**config.mk**
```make
export PLATFORM = sky130hd
export DESIGN_NAME = aes_key_sched
export DESIGN_NICKNAME = d
export VERILOG_FILES = /design/src/hdl/aes_pkg.sv /design/src/hdl/aes_key_sched.sv
export SDC_FILE = /design/constraint.sdc
export NUM_CORES = 2
export LEC_CHECK = 0
export BUFFER_PORTS_ARGS = -buffer_cell sky130_fd_sc_hd__buf_4
export CELL_PAD_IN_SITES_DETAIL_PLACEMENT = 0
export CELL_PAD_IN_SITES_GLOBAL_PLACEMENT = 2
export CORE_MARGIN = 2
export CORE_UTILIZATION = 46
export DETAILED_ROUTE_END_ITERATION = 16
export GPL_TIMING_DRIVEN = 0
export PLACE_DENSITY = 0.81
export SYNTH_ARGS = -nofsm -noshare
export SYNTH_HDL_FRONTEND = slang
export SYNTH_SLANG_ARGS = --single-unit
```
**constraint.sdc**
```tcl
create_clock -name i_clk -period 8.1 [get_ports i_clk]
set_input_delay 0.81 -clock i_clk [delete_from_list [all_inputs] [get_ports i_clk]]
set_output_delay 0.81 -clock i_clk [all_outputs]
set_load 0.005 [all_outputs]
```
**src/hdl/aes_pkg.sv**
```systemverilog
// ----------------------------------------------------------------------------
// aes_pkg
// Shared types, constants and GF(2^8) helpers for the AES block cipher.
// ----------------------------------------------------------------------------
package aes_pkg;

    localparam int NumLanes   = 4;
    localparam int MaxWords   = 60;
    localparam int NumRoundKeys = MaxWords / 4;
    localparam int WordIdxW   = 6;
    localparam int RoundW     = 4;

    localparam logic [1:0] KeyLen128 = 2'd0;
    localparam logic [1:0] KeyLen192 = 2'd1;

    localparam logic [2:0] RegKeyLength = 3'd0;
    localparam logic [2:0] RegKey0      = 3'd1;
    localparam logic [2:0] RegKey1      = 3'd2;
    localparam logic [2:0] RegKey2      = 3'd3;
    localparam logic [2:0] RegKey3      = 3'd4;

    localparam logic OpEncrypt = 1'b0;
    localparam logic OpDecrypt = 1'b1;

    typedef enum logic [2:0] {
        ST_IDLE,
        ST_EXPAND,
        ST_ROUND,
        ST_FINAL,
        ST_OUT
    } t_state;

    typedef struct packed {
        logic        decrypt;
        logic        first;
        logic        last;
    } t_lane_ctl;

    function automatic logic [7:0] gf_xtime(input logic [7:0] a);
        gf_xtime = {a[6:0], 1'b0} ^ (a[7] ? 8'h1b : 8'h00);
    endfunction

    function automatic logic [7:0] gf_mul(input logic [7:0] a, input logic [7:0] b);
        logic [7:0] p;
        logic [7:0] x;
        p = 8'h00;
        x = a;
        for (int i = 0; i < 8; i++) begin
            if (b[i]) p = p ^ x;
            x = gf_xtime(x);
        end
        gf_mul = p;
    endfunction

    function automatic logic [7:0] gf_inv(input logic [7:0] a);
        logic [7:0] r;
        logic [7:0] b;
        r = 8'h01;
        b = a;
        for (int i = 0; i < 8; i++) begin
            if (i != 0) r = gf_mul(r, b);
            b = gf_mul(b, b);
        end
        gf_inv = r;
    endfunction

    function automatic logic [7:0] rotl8(input logic [7:0] x, input int n);
        rotl8 = 8'((x << n) | (x >> (8 - n)));
    endfunction

    function automatic logic [7:0] sbox_calc(input logic [7:0] x);
        logic [7:0] b;
        b = gf_inv(x);
        sbox_calc = b ^ rotl8(b, 1) ^ rotl8(b, 2) ^ rotl8(b, 3) ^ rotl8(b, 4) ^ 8'h63;
    endfunction

    function automatic logic [7:0] inv_sbox_calc(input logic [7:0] x);
        inv_sbox_calc = gf_inv(rotl8(x, 1) ^ rotl8(x, 3) ^ rotl8(x, 6) ^ 8'h05);
    endfunction

    typedef logic [7:0] t_sbox [256];

    function automatic t_sbox build_sbox(input logic inverse);
        t_sbox t;
        for (int i = 0; i < 256; i++) begin
            t[i] = inverse ? inv_sbox_calc(8'(i)) : sbox_calc(8'(i));
        end
        build_sbox = t;
    endfunction

    localparam t_sbox SBOX     = build_sbox(1'b0);
    localparam t_sbox INV_SBOX = build_sbox(1'b1);

    function automatic logic [31:0] sub_word(input logic [31:0] w);
        sub_word = {SBOX[w[31:24]], SBOX[w[23:16]], SBOX[w[15:8]], SBOX[w[7:0]]};
    endfunction

endpackage

```
**src/hdl/aes_key_sched.sv**
```systemverilog
// ----------------------------------------------------------------------------
// aes_key_sched
// Round-key store and expander: one schedule word per cycle into a 15-entry
// store of 128-bit round keys, one registered round key read per cycle.
// ----------------------------------------------------------------------------
module aes_key_sched
    import aes_pkg::*;
(
    input  logic                i_clk,
    input  logic                i_rst_n,
    input  logic                i_start,
    input  logic [1:0]          i_key_length,
    input  logic [255:0]        i_key,
    input  logic [RoundW-1:0]   i_round,
    output logic                o_done,
    output logic [127:0]        o_round_key
);

    logic [127:0] r_rk [NumRoundKeys];
    logic        r_busy;
    logic [WordIdxW-1:0] r_idx;
    logic [2:0]  r_mod;
    logic [7:0]  r_rcon;
    logic [31:0] r_win [8];
    logic [WordIdxW-1:0] nk;
    logic [WordIdxW-1:0] total;
    logic [31:0] t;
    logic [31:0] n_word;
    logic [2:0]  nk_m1;

    assign nk    = (i_key_length == KeyLen128) ? 6'd4 :
                   (i_key_length == KeyLen192) ? 6'd6 : 6'd8;
    assign nk_m1 = 3'(nk - 6'd1);
    assign total = 6'(4 * (7 + 32'(nk)));

    // r_win holds the last nk words, newest in slot 0
    always_comb begin
        t = r_win[0];
        if (r_mod == 3'd0) begin
            t = sub_word({t[23:0], t[31:24]}) ^ {r_rcon, 24'h0};
        end else if (nk == 6'd8 && r_mod == 3'd4) begin
            t = sub_word(t);
        end
        n_word = r_win[nk_m1] ^ t;
    end

    always_ff @(posedge i_clk) begin
        if (!i_rst_n) begin
            r_busy <= 1'b0;
            o_done <= 1'b0;
        end else begin
            o_done <= 1'b0;
            if (i_start) begin
                r_busy <= 1'b1;
                r_idx  <= nk;
                r_mod  <= 3'd0;
                r_rcon <= 8'h01;
                for (int i = 0; i < 8; i++) begin
                    r_win[i] <= (i < nk) ? i_key[255 - 32*(32'(nk) - 1 - i) -: 32] : 32'h0;
                end
            end else if (r_busy) begin
                if (r_idx == total - 6'd1) begin
                    r_busy <= 1'b0;
                    o_done <= 1'b1;
                end
                r_idx <= r_idx + 6'd1;
                r_mod <= (r_mod == nk_m1) ? 3'd0 : r_mod + 3'd1;
                if (r_mod == 3'd0) r_rcon <= gf_xtime(r_rcon);
                r_win[0] <= n_word;
                for (int i = 1; i < 8; i++) begin
                    r_win[i] <= r_win[i-1];
                end
            end
        end
    end

    // key words go in up front, derived words one per cycle into their column
    always_ff @(posedge i_clk) begin
        if (i_start) begin
            r_rk[0] <= i_key[255:128];
            r_rk[1] <= i_key[127:0];
        end else if (r_busy) begin
            r_rk[r_idx[5:2]][127 - 32*r_idx[1:0] -: 32] <= n_word;
        end
    end

    always_ff @(posedge i_clk) begin
        o_round_key <= r_rk[i_round];
    end

endmodule

```
Yosys cells after proc, flatten, opt, wreduce, memory -nomap -nowiden:

Memory sizes are Yosys's and may differ from the RTL's. A register that Yosys moved wholly into a read port is not among the register bits.
Index checks and enable logic that the tools add are counted.

* register bits after elaboration: 19
* RAM bits: 2176
* memory bits (read-only): 8192
* output and inout port bits: 129
* logic and storage cells: 138
* memories: 6

Memory list
* (no name shown): depth 256, bits a word 8, read ports 1, clocked after memory_dff 0, write ports 0, RTL line aes_pkg.sv:95 `sub_word = {SBOX[w[31:24]], SBOX[w[23:16]], SBOX[w[15:8]], SBOX[w[7:0]]};`
* (no name shown): depth 256, bits a word 8, read ports 1, clocked after memory_dff 0, write ports 0, RTL line aes_pkg.sv:95
* (no name shown): depth 256, bits a word 8, read ports 1, clocked after memory_dff 0, write ports 0, RTL line aes_pkg.sv:95
* (no name shown): depth 256, bits a word 8, read ports 1, clocked after memory_dff 0, write ports 0, RTL line aes_pkg.sv:95
* r_rk: depth 15, bits a word 128, read ports 1, clocked after memory_dff 1, write ports 2, RTL line aes_key_sched.sv:19 `logic [127:0] r_rk [NumRoundKeys];`
* r_win: depth 8, bits a word 32, read ports 8, clocked after memory_dff 0, write ports 8, RTL line aes_key_sched.sv:24 `logic [31:0] r_win [8];`

* add/sub/neg operators: 23
* magnitude comparators: 12
* equal/unequal tests: 5
* shifts and indexed selects: 10
* multiplexer cells: 51
* bitwise operators: 17
* reduce and logical (&&, ||, !) cells: 9

Operators with widths (number)
* variable part select 287 x 33 -> 32 bit: 8
* 2-to-1 mux 32 bit: 18
* 2-to-1 mux 128 bit: 3
* subtractor 8 x 32 -> 32 bit, first input constant: 7
* variable shift 32 x 34 -> 159 bit, first input constant: 1
* variable part select 32 x 34 -> 159 bit: 1
* OR reduction 128 bit: 1
* subtractor 27 x 3 -> 27 bit, second input constant: 3
* 2-to-1 mux 8 bit: 10
* XOR 32 bit: 2
* subtractor 27 x 2 -> 27 bit, second input constant: 2
* greater-or-equal comparator 9 bit, second input constant: 4
* NOT 8 -> 9 bit: 4
* negation 32 -> 34 bit: 1
* subtractor 27 x 1 -> 27 bit, second input constant: 1
* less-than comparator 3 x 4 -> 1 bit, first input constant: 4
* 2-to-1 mux 1 bit: 12
* 2-to-1 mux 4 bit: 3
* 2-to-1 mux 6 bit: 2
* subtractor 9 x 11 -> 12 bit, first input constant: 1
* less-than comparator 1 x 4 -> 1 bit, first input constant: 2
* less-than comparator 2 x 4 -> 1 bit, first input constant: 2
* bitwise OR 1 bit: 8
* subtractor 7 x 7 -> 8 bit, first input constant: 1
* 23 further kinds: 26

Longest topological paths before layout:

* word-level depth: 10
* mapped depth: 16

Least setup slack after synthesis:

Ideal clock, no wire load.

* path kind: input-to-reg
* start point: input i_start
* end point: memory r_win[0][0] (enable)
* setup time: 605 ps
* arrival: 6201 ps
* required time: 7495 ps
* path slack: 1293 ps
* stages: 3
* path buffers: 1
* path through: clkbuf_1 -> o21ai_0 -> inv_1

RTL lines
* from (decl): RTL line aes_key_sched.sv:11 `input logic i_start,`
* to (decl): RTL line aes_key_sched.sv:24

==> summary.md <==
| Metric | Value |
|---|---|
| Leading cell type in the layout, fill and taps excluded | edfxtp_1 |
| Run status | complete, but fails checks |
| Final setup violating endpoints | 199 |
| Ys flop type | edfxtp_1 |
| Total power divided by cell area | 238.9 nW/um^2 |
| Non-Filler Instances | 11890 |
| Post-route cell area | 130500 um^2 |
| Clock transition at path regs | 0.07 ns |
| Maxcap violations | 15 |
| Critical path peak fanout | 12 |
| Leakage | 44.12 nW |
| Cells after Synth | 7679 |
| Drt total wl | 553200 um |
| Critical-path cell list | buf_2 -> buf_2 -> inv_1 -> ha_1 -> clkbuf_1 -> mux2_2 -> o221ai_1 -> o311ai_0 -> a211oi_1 -> a211oi_2 -> o221ai_1 -> xnor2_2 -> buf_2 -> o21ai_0 |
| Share of flip-flops with an asynchronous set or reset | 0 |
| Max incr delay on CP | 0.85 ns |
| Crit path depth | 14 |
| FF+latch count, synth | 2451 |
| Final worst clock skew | 0.1723 ns |
| Critical-path top delay cell | a211oi_2 |
| Mapped cell area | 112700 um^2 |
| Synth warn | 0 |
| GR Util All Layers | 0.4373 |
| Switching share of power | 0.2866 |
| Clock power frac | 0.380 |
| Starting density of the core | 0.4629 |
| Initial antenna violation count | 124 |
| Critical Path End Type | flop |
| RSZ-0062 raised after global routing | false |
| CP Data Required Time | 8.47 ns |
| Comb pwr share | 0.157 |
| WHS Path Cells | 3 |
| Register area share after synthesis | 0.6416 |
| CTS Buf Count | 238 |
| CP top delay family | buffers and inverters |
| Hold Crit Class | input pin to flop |
| Post-detail-place hpwl | 407700 um |
| Worst skew pair latency | 0.99 ns |
| Chip height | 499.0 um |
| Clock sinks | 2451 |
| Clk buf depth | 3 |
| Placed Area | 121800 um^2 |
| Hold slack | 0.1872 ns |
| Minimum clock period | 8.414 ns |
| Post-CTS Repair Setup Buffers | 0 |
| Die span in x | 499.0 um |
| Share of layout cells above drive strength 1 | 0.2236 |
| EDFF count, synth | 2321 |
| Failing checks | capacitance limit, slew limit, setup timing |
| WP data arrival | 8.78 ns |
| Synth unique cells | 94 |
| First-pass DRT Iterations | 8 |
| Sw Pwr | 8.933 mW |
| Syn_area_per_cell | 14.67 um^2 |
| Fmax | 118.8 MHz |
| CP Buf/Inv Count | 5 |
| IO buf count | 388 |
| Vias in the first global route | 79230 |
| CTS tree | yes |
| First-pass GRT wire length | 728200 um |
| Reg power frac | 0.463 |
| CP most frequent cell | buf_2 |
| Relative slew slack | -0.1110 |
| Area of the core | 243500 um^2 |
| Slew Limit Fails | 86 |
| Inst Count DP | 11350 |
| CTS root buf | clkbuf_16 |
| CP Launch Type | flop |
| GR Overflow Total | 0 |
| Final core utilization | 0.5361 |
| H-tree depth | 4 |
| Post-CTS sizing | 7 |
| Antenna viol nets, final | 0 |
| Final period utilization | 1.039 |
| Hold buffers post-CTS | 0 |
| Dpl ws | -0.6339 ns |
| Final setup margin | -0.3140 ns |
| Pint | 22.24 mW |
| Largest net degree at the start of global routing | 121 |
| Final nets | 8718 |
| Die area | 249000 um^2 |
| Post-DR vias/cell | 7.157 |
| Synth-to-layout area growth | 15.82% |
| Worst-margin pin slew | 1.666 ns |
| Most frequent cells in the layout | 2321 x edfxtp_1, 708 x nand2_1, 663 x mux4_2 |
| Worst reg2reg path depth | 14 |
| Row cnt | 181 |
| Placer congestion estimate | 1.114 |
| Drt drc | 0 |
| Via count | 85110 |
| DR WL/cell | 46.52 um |
| Final Hold Viols | 0 |
| IO Count | 394 |
| Initial DRC Count | 15980 |
| Crit Path Class | flop to flop |
| VDD IR-drop max | 0.0002807 V |
==> power by group through the flow <==
stage          Combinational (mW)  Sequential (mW)  Clock, mW
2_1_floorplan                2.12             14.6          0
3_3_place_gp                 4.58             14.7          0
3_5_place_dp                 4.58             14.7          0
4_1_cts                      4.60             14.4       11.8
5_1_grt                      4.85             14.4       12.3
6_report                     4.91             14.4       11.8
==> final cells by class <==
cell class                 instances  area, um^2
fill                           19750      112900
sequential                      2451       72300
multi-input combinational       4488       37840
clock buffer                     304        6445
timing repair buffer             467        4564
tap                             3202        4006
buffer                           677        2909
clock inverter                   147        1966
inverter                          65       251.5
antenna                           91       227.7
==> state kept, by name (all words and copies together) (netlist names) <==
name,count
r_rk,2048
r_busy,1
r_idx,6
r_win,256
r_mod,3
o_done,1
r_rcon,8
o_round_key,128
==> path summary, 6_finish.rpt <==
kind              slack [ns]         start      endpoint
hold reg to reg         0.47  r_win[1][20]  r_win[2][20]
setup reg to reg       -0.31  r_win[0][17]  r_win[0][16]
setup / recovery       -0.31  r_win[0][17]  r_win[0][16]
hold / removal          0.19     i_key[25]   r_rk[1][25]
==> Yosys cell counts (58+ instances only) <==
library cell / instances / area, um^2
edfxtp_1: 2321 / 69700
nand2_1: 708 / 2658
mux4_2: 663 / 14930
nor2_1: 567 / 2128
o21ai_0: 541 / 2708
clkbuf_1: 423 / 1588
a21oi_1: 284 / 1421
mux2i_1: 204 / 2042
buf_2: 157 / 785.8
dfxtp_1: 130 / 2603
nand2b_1: 111 / 694.4
nand3_1: 102 / 510.5
nor2b_1: 102 / 638.1
a221oi_1: 91 / 797.0
o21ai_1: 81 / 405.4
nor3_1: 71 / 355.3
buf_1: 68 / 255.2
ha_1: 65 / 813.3
a211oi_1: 62 / 465.5
a31oi_1: 58 / 362.9
==> worst register-to-register path: cells and delay by family (launching register included) <==
family,cells,cell delay (ns)
XOR/XNOR,1,0.66
flip-flops,1,0.81
buffers and inverters,5,2.83
AO/OA/AOI/OAI,6,2.53
adder cells (fa/ha/maj),1,0.72
multiplexers,1,0.38
==> through the flow <==
step / TNS [ns] / total power [mW]
floorplan: 0 / 16.75
global placement: -920.01 / 19.29
detailed placement: -20.61 / 19.26
CTS: 0 / 30.85
global route: 0 / 31.57
finish: -13.27 / 31.17
==> routing by layer <==
metal | wire (um) | up-vias | track usage
met2 | 238300 | 7856 | 0.6297
met3 | 72380 | 1777 | 0.1369
li1 | - | 31810 | -
met4 | 45840 | 56 | 0.3043
met1 | 196100 | 43600 | 0.5651
met5 | 569 | - | 0
==> cells by family (layout without fill, tap and decap cells) <==
family                     count (synthesis)  count (layout)  share of synthesized area
DFF                                     2451            2451                     0.6416
other                                      1              95                 0.00003328
and+or+nand+nor                         1855            1855                    0.07341
buffers and inverters                    743            1660                    0.02779
xor gates and xnor gates                  54              54                   0.004264
AOI/OAI and AO/OA                       1628            1628                    0.09357
adders and majority gates                 65              65                   0.007217
muxes                                    882             882                     0.1521
Note: power is estimated with default switching activity, not from simulation.
